===== src/wsd_pkg.sv =====
package wsd_pkg;

   localparam int LEN_BITS = 32;

   localparam logic [7:0] OP_TEXT   = 8'h81;
   localparam logic [7:0] OP_BINARY = 8'h82;
   localparam logic [7:0] LEN7_MASK = 8'h7f;
   localparam logic [7:0] LEN_EXT16 = 8'd126;
   localparam logic [7:0] LEN_EXT64 = 8'd127;

   localparam logic [3:0] EXT16_BYTES = 4'd2;
   localparam logic [3:0] EXT64_BYTES = 4'd8;

   localparam logic [1:0] KIND_PAYLOAD = 2'd0;
   localparam logic [1:0] KIND_EMPTY   = 2'd1;
   localparam logic [1:0] KIND_BAD     = 2'd2;

   typedef struct packed {
      logic [1:0] kind;
      logic [7:0] data;
      logic       last;
      logic       is_binary;
   } result_type;

endpackage


===== src/wsd_in_stage.sv =====
module wsd_in_stage
   import wsd_pkg::*;
(
   input  logic       clock,
   input  logic       reset,
   input  logic       req_tvalid,
   output logic       req_tready,
   input  logic [7:0] req_tdata,
   input  logic       advance,
   output logic       byte_valid,
   output logic [7:0] byte_data
);

   logic       valid_ff;
   logic       valid_in;
   logic [7:0] data_ff;

   assign req_tready = !valid_ff || advance;
   assign valid_in   = req_tready ? req_tvalid : valid_ff;

   always_ff @(posedge clock) begin
      if (reset) begin
         valid_ff <= 1'b0;
      end else begin
         valid_ff <= valid_in;
      end
      if (req_tvalid && req_tready) begin
         data_ff <= req_tdata;
      end
   end

   assign byte_valid = valid_ff;
   assign byte_data  = data_ff;

endmodule


===== src/wsd_parser.sv =====
module wsd_parser
   import wsd_pkg::*;
(
   input  logic       clock,
   input  logic       reset,
   input  logic       fire,
   input  logic [7:0] rx_byte,
   output logic       res_valid,
   output result_type res
);

   typedef enum logic [2:0] {
      PH_FIRST   = 3'd0,
      PH_LEN     = 3'd1,
      PH_EXT     = 3'd2,
      PH_MASK    = 3'd3,
      PH_PAYLOAD = 3'd4
   } phase_type;

   phase_type           phase_ff, phase_in;
   logic [3:0]          ext_left_ff, ext_left_in;
   logic [LEN_BITS-1:0] payload_left_ff, payload_left_in;
   logic [31:0]         mask_key_ff, mask_key_in;
   logic [1:0]          mask_index_ff, mask_index_in;
   logic                binary_flag_ff, binary_flag_in;

   logic [7:0]          len7;
   logic [7:0]          key;
   logic [LEN_BITS-1:0] left_dec;

   assign len7     = rx_byte & LEN7_MASK;
   assign key      = 8'(mask_key_ff >> {mask_index_ff, 3'b000});
   assign left_dec = payload_left_ff - LEN_BITS'(1);

   always_comb begin
      phase_in        = phase_ff;
      ext_left_in     = ext_left_ff;
      payload_left_in = payload_left_ff;
      mask_key_in     = mask_key_ff;
      mask_index_in   = mask_index_ff;
      binary_flag_in  = binary_flag_ff;
      res_valid       = 1'b0;
      res             = '0;
      if (fire) begin
         unique case (phase_ff)
            PH_LEN: begin
               if (len7 == LEN_EXT16) begin
                  ext_left_in     = EXT16_BYTES;
                  payload_left_in = '0;
                  phase_in        = PH_EXT;
               end else if (len7 == LEN_EXT64) begin
                  ext_left_in     = EXT64_BYTES;
                  payload_left_in = '0;
                  phase_in        = PH_EXT;
               end else begin
                  ext_left_in     = '0;
                  payload_left_in = LEN_BITS'(len7);
                  mask_index_in   = '0;
                  phase_in        = PH_MASK;
               end
            end
            PH_EXT: begin
               payload_left_in = {payload_left_ff[LEN_BITS-9:0], rx_byte};
               ext_left_in     = ext_left_ff - 4'd1;
               if (ext_left_ff == 4'd1) begin
                  mask_index_in = '0;
                  phase_in      = PH_MASK;
               end
            end
            PH_MASK: begin
               mask_key_in   = mask_key_ff | (32'(rx_byte) << {mask_index_ff, 3'b000});
               mask_index_in = mask_index_ff + 2'd1;
               if (mask_index_ff == 2'd3) begin
                  if (payload_left_ff == '0) begin
                     phase_in      = PH_FIRST;
                     res_valid     = 1'b1;
                     res.kind      = KIND_EMPTY;
                     res.is_binary = binary_flag_ff;
                  end else begin
                     phase_in = PH_PAYLOAD;
                  end
               end
            end
            PH_PAYLOAD: begin
               mask_index_in   = mask_index_ff + 2'd1;
               payload_left_in = left_dec;
               if (left_dec == '0) begin
                  phase_in = PH_FIRST;
               end
               res_valid     = 1'b1;
               res.kind      = KIND_PAYLOAD;
               res.data      = rx_byte ^ key;
               res.last      = (left_dec == '0);
               res.is_binary = binary_flag_ff;
            end
            default: begin
               if (rx_byte == OP_TEXT || rx_byte == OP_BINARY) begin
                  binary_flag_in  = (rx_byte == OP_BINARY);
                  ext_left_in     = '0;
                  payload_left_in = '0;
                  mask_key_in     = '0;
                  mask_index_in   = '0;
                  phase_in        = PH_LEN;
               end else begin
                  phase_in  = PH_FIRST;
                  res_valid = 1'b1;
                  res.kind  = KIND_BAD;
               end
            end
         endcase
      end
   end

   always_ff @(posedge clock) begin
      if (reset) begin
         phase_ff        <= PH_FIRST;
         ext_left_ff     <= '0;
         payload_left_ff <= '0;
         mask_key_ff     <= '0;
         mask_index_ff   <= '0;
         binary_flag_ff  <= 1'b0;
      end else begin
         phase_ff        <= phase_in;
         ext_left_ff     <= ext_left_in;
         payload_left_ff <= payload_left_in;
         mask_key_ff     <= mask_key_in;
         mask_index_ff   <= mask_index_in;
         binary_flag_ff  <= binary_flag_in;
      end
   end

   a_payload_nonzero: assert property (@(posedge clock) disable iff (reset)
      phase_ff == PH_PAYLOAD |-> payload_left_ff != '0)
      else $error("payload phase with no bytes left");

   a_ext_nonzero: assert property (@(posedge clock) disable iff (reset)
      phase_ff == PH_EXT |-> ext_left_ff != '0)
      else $error("extended length phase with no bytes left");

   a_len_clears_key: assert property (@(posedge clock) disable iff (reset)
      phase_ff == PH_LEN |-> mask_key_ff == '0 && mask_index_ff == '0)
      else $error("mask key not cleared at frame start");

endmodule


===== src/wsd_rsp_stage.sv =====
module wsd_rsp_stage
   import wsd_pkg::*;
(
   input  logic       clock,
   input  logic       reset,
   input  logic       res_valid,
   input  result_type res,
   output logic       advance,
   output logic       rsp_tvalid,
   input  logic       rsp_tready,
   output logic [7:0] rsp_tdata,
   output logic       rsp_tlast,
   output logic [2:0] rsp_tuser
);

   logic       valid_ff;
   logic       valid_in;
   result_type res_ff;

   assign advance  = !valid_ff || rsp_tready;
   assign valid_in = advance ? res_valid : valid_ff;

   always_ff @(posedge clock) begin
      if (reset) begin
         valid_ff <= 1'b0;
      end else begin
         valid_ff <= valid_in;
      end
      if (advance && res_valid) begin
         res_ff <= res;
      end
   end

   assign rsp_tvalid = valid_ff;
   assign rsp_tdata  = res_ff.data;
   assign rsp_tlast  = res_ff.last;
   assign rsp_tuser  = {res_ff.is_binary, res_ff.kind};

endmodule


===== src/websocket_frame_deframer.sv =====
// WebSocket deframer: takes one received byte per word on req_ and returns unmasked
// payload bytes on rsp_, one byte per cycle sustained while rsp_tready is held high; each
// byte passes an input register and then a result register before its result is
// presented on rsp_.
// Frames must open with 0x81 (text) or 0x82 (binary); anything else gives a bad-first-byte
// word and the next byte is again taken as a frame opener. Header, extended length and
// mask key bytes give no word; a zero-length frame gives one empty-frame word. Lengths are
// held to LEN_BITS bits (a 64-bit length keeps its low bits). rsp_tuser[1:0] is the kind
// (0 payload, 1 empty frame, 2 bad first byte), rsp_tuser[2] marks a binary frame.
module websocket_frame_deframer
   import wsd_pkg::*;
(
   input  logic       clock,
   input  logic       reset,
   input  logic       req_tvalid,
   output logic       req_tready,
   input  logic [7:0] req_tdata,   // rx_byte
   output logic       rsp_tvalid,
   input  logic       rsp_tready,
   output logic [7:0] rsp_tdata,   // data
   output logic       rsp_tlast,
   output logic [2:0] rsp_tuser    // kind[1:0], is_binary[2]
);

   logic       advance;
   logic       byte_valid;
   logic [7:0] byte_data;
   logic       res_valid;
   result_type res;

   wsd_in_stage u_in (
      .clock      (clock),
      .reset      (reset),
      .req_tvalid (req_tvalid),
      .req_tready (req_tready),
      .req_tdata  (req_tdata),
      .advance    (advance),
      .byte_valid (byte_valid),
      .byte_data  (byte_data)
   );

   wsd_parser u_parser (
      .clock     (clock),
      .reset     (reset),
      .fire      (byte_valid && advance),
      .rx_byte   (byte_data),
      .res_valid (res_valid),
      .res       (res)
   );

   wsd_rsp_stage u_rsp (
      .clock      (clock),
      .reset      (reset),
      .res_valid  (res_valid),
      .res        (res),
      .advance    (advance),
      .rsp_tvalid (rsp_tvalid),
      .rsp_tready (rsp_tready),
      .rsp_tdata  (rsp_tdata),
      .rsp_tlast  (rsp_tlast),
      .rsp_tuser  (rsp_tuser)
   );

   a_non_payload_clean: assert property (@(posedge clock) disable iff (reset)
      rsp_tvalid && rsp_tuser[1:0] != KIND_PAYLOAD |-> rsp_tdata == '0 && !rsp_tlast)
      else $error("non-payload word carries data or last");

   a_bad_not_binary: assert property (@(posedge clock) disable iff (reset)
      rsp_tvalid && rsp_tuser[1:0] == KIND_BAD |-> !rsp_tuser[2])
      else $error("bad first byte word marked binary");

   a_kind_known: assert property (@(posedge clock) disable iff (reset)
      rsp_tvalid |-> rsp_tuser[1:0] == KIND_PAYLOAD || rsp_tuser[1:0] == KIND_EMPTY
                     || rsp_tuser[1:0] == KIND_BAD)
      else $error("unknown result kind");

endmodule

===== config.mk =====
export PLATFORM = sky130hd
export DESIGN_NAME = websocket_frame_deframer
export DESIGN_NICKNAME = d
export VERILOG_FILES = /design/src/wsd_pkg.sv /design/src/wsd_in_stage.sv /design/src/wsd_parser.sv /design/src/wsd_rsp_stage.sv /design/src/websocket_frame_deframer.sv
export SDC_FILE = /design/constraint.sdc
export NUM_CORES = 1
export LEC_CHECK = 0
export BUFFER_PORTS_ARGS = -buffer_cell sky130_fd_sc_hd__buf_2
export CORE_AREA = 3 3 96 98
export CTS_BUF_LIST = sky130_fd_sc_hd__clkbuf_16
export DETAILED_ROUTE_END_ITERATION = 12
export DIE_AREA = 0 0 99 101
export HOLD_SLACK_MARGIN = 0.15
export PLACE_DENSITY_LB_ADDON = 0.12
export SLEW_MARGIN = 20
export SYNTH_ARGS = -nofsm -noshare
export SYNTH_HDL_FRONTEND = slang
export SYNTH_SLANG_ARGS = --single-unit

===== constraint.sdc =====
create_clock -name clock -period 3.8 [get_ports clock]
set_input_delay 0.38 -clock clock [delete_from_list [all_inputs] [get_ports clock]]
set_output_delay 0.38 -clock clock [all_outputs]
set_load 0.01 [all_outputs]

==> results of run 1 <==
[final cells by class]
type / count / area (µm²)
multi-input cells: 427 / 2700
flip-flops and latches: 96 / 2120
well taps: 108 / 135
clock buffers: 9 / 225
inverters: 8 / 30.0
clock inverters: 7 / 81.3
fillers: 712 / 3070
repair buffers: 33 / 185
[final timing paths]
kind	to	startpoint	slack, ps	depth (start not counted)
min reg2reg	u_parser.mask_key_ff[17]	u_parser.mask_key_ff[17]	470	2
max reg2reg	u_rsp.rsp_tdata[1]	u_parser.payload_left_ff[0]	690	10
min	u_in.byte_data[1]	req_tdata[1]	210	1
max	u_rsp.rsp_tdata[1]	u_parser.payload_left_ff[0]	690	10
[stage by stage]
stage               std cells  hold WS [ps]  util [%]
finish                    688           205      64.1
global route              688           202      64.1
CTS                       688           203      64.1
detailed placement        672           450      60.5
global placement          672           443      60.5
floorplan                 582           431         -
[kinds of logic after synthesis]
logic type,after synthesis,synth area share (%)
and+or+nand+nor,230,23.2
AOI/OAI and AO/OA,139,17.4
DFF,96,41.8
buffers and inverters,59,5.00
xor gates and xnor gates,42,7.25
muxes,10,3.94
adders and majority gates,6,1.43
[report_power, final]
| part | leakage (nW) | switching (mW) | internal [mW] |
|---|---|---|---|
| clock | 0.150 | 0.445 | 0.471 |
| combinational | 1.10 | 0.0383 | 0.0194 |
| sequential | 0.807 | 0.0179 | 1.05 |
| total | 2.05 | 0.501 | 1.54 |
[state kept, by name, summed over array words and instances (netlist names)]
name                      count
u_rsp.rsp_tuser               3
u_parser.mask_index_ff        2
u_in.byte_valid               1
u_parser.binary_flag_ff       1
u_in.byte_data                8
u_parser.payload_left_ff     32
u_rsp.rsp_tvalid              1
u_parser.ext_left_ff          4
u_parser.phase_ff             3
u_parser.mask_key_ff         32
u_rsp.rsp_tlast               1
u_rsp.rsp_tdata               8
[routing by layer]
layer	global-route usage (%)	up-vias	routed length (µm)	share of wire, %
met5	0	-	0	0
met4	11.7	0	373	2.9
met3	4.36	32	831	6.5
met2	42.8	151	6010	47
met1	33.6	2092	5490	43
li1	-	2074	-	-
[synthesized netlist by cell type, drive strengths merged, types with 2 or more instances]
master and n:
nand3b 3, a22o 5, and2 6, a31oi 2, xnor2 21, mux2i 2, a211oi 2, clkbuf 41
buf 10, o21a 2, o2bb2ai 7, mux4 8, nand2b 3, dfxtp 76, o21ai 28, nor4 19
a21oi 47, nand4b 3, o31ai 2, or3 6, a22oi 33, xor2 21, or4 6, nand4 5
nor2b 5, or2 4, nor4b 5, o211ai 2, nor2 93, ha 5, nor3 16, inv 8
nor4bb 2, edfxtp 20, and3 2, nand2 40, nand3 9
[critical path, cell delays in order, from the launching register on]
cell and delay [ps]:
dfxtp_1 360, inv_1 110, ha_1 340, or4b_2 610
nor4_1 220, buf_4 200, nand2_1 60, nor2_1 340
a21oi_1 210, nor2_1 120, buf_4 230
==> metrics, run 1 <==
RSZ-0062 raised after global routing=false; fin area=5480 µm²; detailed-route DRC error count=0; grt total ovfl=0; vias in the first global route=4074; clock-pin slew on the worst setup and hold paths=70 ps; CTS buffer count=9; Mapped Cells=582; fmax=322 MHz; Synth Cell Area=5070 µm²; Synth area leader=dfxtp_1; number of distinct library cells after synthesis=60; cts repair resizes=0; commonest non-fill, non-tap cell in the layout=nor2_1; #FFs+latches synth=96; DRT iter0 DRCs=190; Setup crit end kind=flip-flop; total wire length=12700 µm; drt via density=6.32; Antenna Nets Post-Route=0; ranking of synthesized cells by area=dfxtp_1 (30%), edfxtp_1 (12%), nor2_1 (6.9%), a22oi_1 (4.9%), a21oi_1 (4.6%); CP arrival=3160 ps; Hold-fix buffers, CTS=0; clk root buf=clkbuf_16; P per Cell Area=373 nW/µm²; FFs w/ async S/R, synth=0%; status=finished, final reports clean; initial antenna violation count=0; port buffer count=25; Ys Warns=0; die span in x=99 µm; Lkg Pwr=2.05 nW; setup TNS=0 ps; HP Class=primary input to flip-flop; Max H-tree Level=3; most frequent cells in the layout=nor2_1 (93), dfxtp_1 (76), a21oi_1 (47); Final nets=592; Max-Cap Viols=0; post-layout minimum cycle time=3110 ps; Final Total Pwr=2.04 mW; dpl ws=752 ps; Post-synth EDFFs=20; Slew @ Worst Pin=1040 ps; fin worst setup slack=691 ps; critical path peak fanout=12; part of the cycle the worst path needs=81.8%; Synth Area per Inst=8.72 µm²; first-pass GRT wire length=20600 µm; DR pass1 iterations=5; WP data required=3850 ps; setup skew after layout=8.01 ps; prevailing post-synth register cell=dfxtp_1; Die Ht=101 µm; Starting Density=59.4%; Slew Viols, Final=0; setup bufs post-CTS=0; largest net degree at the start of global routing=33; sequential area share after synthesis=41.8%; Post-DP Area=5170 µm²; synthesized net count=599; post-synth top area share=30.0%; share of post-route cells with drive strength above 1=12.8%; core area=8550 µm²; Clock Latency Late Sink=350 ps; die area=10000 µm²; Worst setup SP type=flip-flop; final hold violations=0; Rows=34; GR Util All Layers=26.0%; Setup Viol. Count Final=0; Rel. slew slack=30.3%; detailed placement HPWL=8730 µm; Syn-to-layout area delta=8.01%; gp weighted congestion=0.919; Antenna diodes=0; CTS tree=yes; kind of critical path=flip-flop to flip-flop; routed vias=4349; CTS Sinks=96; Ports=26; Longest Clk Path Bufs=2; wire per inst=18.5 µm; worst vdd ir=0.000228 V
(Power assumes the default switching activity.)
==> run 2: changes to the inputs <==
==> constraint.sdc (replaced) <==
create_clock -name clock -period 3 [get_ports clock]
set_input_delay 0.3 -clock clock [delete_from_list [all_inputs] [get_ports clock]]
set_output_delay 0.3 -clock clock [all_outputs]
set_load 0.01 [all_outputs]
==> run 2 against run 1 <==
Effect of this change:
- via count rose by 2.0%
- flip-flop and latch count unchanged
- sequential power up 25%
- total power grew 29%
- register-to-register slack worse by 460 ps
- combinational power rose by 72%
- count of clock-buffer cells in the layout unchanged
- hold slack got worse by 2.0 ps
- clock power rose by 30%
==> metrics, run 2 (synthesized netlist as in run 1, its figures left out) <==
met3 Track Usage GR=3.60%; fin worst setup slack=231 ps; fmax=361 MHz; Clock Latency Late Sink=350 ps; setup skew after layout=13.4 ps; P per Cell Area=457 nW/µm²; Setup crit end kind=flip-flop; initial antenna violation count=0; part of the cycle the worst path needs=92.3%; core area=8550 µm²; Longest Clk Path Bufs=2; Rel. slew slack=46.1%; GR Util met2=46.2%; fin area=5760 µm²; grt total ovfl=0; Fillers=694; commonest non-fill, non-tap cell in the layout=nor2_1; clk root buf=clkbuf_16; drt via density=6.18; GR Util All Layers=27.3%; CTS buffer count=9; detailed-route DRC error count=0; die area=10000 µm²; port buffer count=25; detailed placement HPWL=8950 µm; die span in x=99 µm; CTS tree=yes; WP data required=3050 ps; Top Registers=u_parser.mask_key_ff (32), u_parser.payload_left_ff (32); critical path peak fanout=12; final hold violations=0; Starting Density=59.4%; Lkg Pwr=2.21 nW; status=finished, final reports clean; DRT iter0 DRCs=291; Layout Cells excl Fill=718; Setup Viol. Count Final=0; met1 usage=35.3%; dpl ws=242 ps; gp weighted congestion=0.937; vias in the first global route=4300; Antenna diodes=0; Ports=26; CP arrival=2820 ps; largest net degree at the start of global routing=33; worst vdd ir=0.000259 V; HP Class=primary input to flip-flop; post-layout minimum cycle time=2770 ps; Slew Viols, Final=0; Max-Cap Viols=0; CTS Sinks=96; first-pass GRT wire length=21700 µm; Cells after DPL=694; total wire length=13000 µm; Rows=34; clock-pin slew on the worst setup and hold paths=80 ps; DR pass1 iterations=5; share of post-route cells with drive strength above 1=16.1%; Final Core Density=67.3%; GR peak layer=met2; most frequent cells in the layout=nor2_1 (92), dfxtp_1 (76), a21oi_1 (47); Slew @ Worst Pin=807 ps; Die Ht=101 µm; setup TNS=0 ps; Max H-tree Level=3; Worst setup SP type=flip-flop; Antenna Nets Post-Route=0; Post-DP Area=5360 µm²; Final Total Pwr=2.63 mW; kind of critical path=flip-flop to flip-flop; RSZ-0062 raised after global routing=false; Final nets=622; wire per inst=18.1 µm; routed vias=4438; Syn-to-layout area delta=13.5%; worst hold slack=203 ps
## run 2: changes by cell type in the layout (fill, tap and decap cells not counted), sizes merged
cell | previous run | this run
buf | 33 | 55
dlygate4sd3 | 0 | 8
clkinv | 3 | 4
inv | 12 | 11
## run 2: power breakdown
part	leakage (nW)	switching, mW	internal [mW]	total (mW)
clock network	0.152	0.587	0.601	1.19
logic	1.25	0.0627	0.0364	0.0991
registers	0.807	0.0129	1.33	1.34
total	2.21	0.662	1.97	2.63
## run 2: final timing paths
kind | start | slack, ps | cells past startpoint | endpoint
max | u_parser.payload_left_ff[0] | 230 | 10 | u_rsp.rsp_tuser[2]
min | req_tvalid | 200 | 3 | u_in.byte_valid
max reg2reg | u_parser.payload_left_ff[0] | 230 | 10 | u_rsp.rsp_tuser[2]
min reg2reg | u_parser.mask_key_ff[23] | 470 | 2 | u_parser.mask_key_ff[23]
## run 2: timing repair
item | CTS | global route
setup endpoints to repair | 0 | 12
resized for setup | 0 | 1
hold buffers | 8 | 0
endpoints found under the hold margin | 8 | 0
setup buffers | 0 | 0
## run 2: layout make-up
class	instances	area, µm²	area share [%]
Sequential cell	96	2120	36.9
Clock inverter	7	91.3	1.59
Timing Repair Buffer	63	443	7.69
Inverter	8	30.0	0.522
Clock buffer	9	225	3.91
Multi-Input combinational cell	427	2710	47.1
Tap cell	108	135	2.35
## run 2: worst max-delay path, stage by stage (launching register included)
cell and delay [ps]:
dfxtp_1 360, inv_1 120, ha_1 320, or4b_2 630, nor4_2 190, buf_4 190
nand2_1 60, nor2_1 170, a21oi_1 130, nor2_2 80, buf_4 220
## run 2: routing by layer
layer / wire, µm / vias up / part of all wire [%]
met1: 5610 / 2133 / 43
met3: 623 / 33 / 4.8
li1: - / 2133 / -
met4: 405 / 0 / 3.1
met5: 0 / - / 0
met2: 6370 / 139 / 49
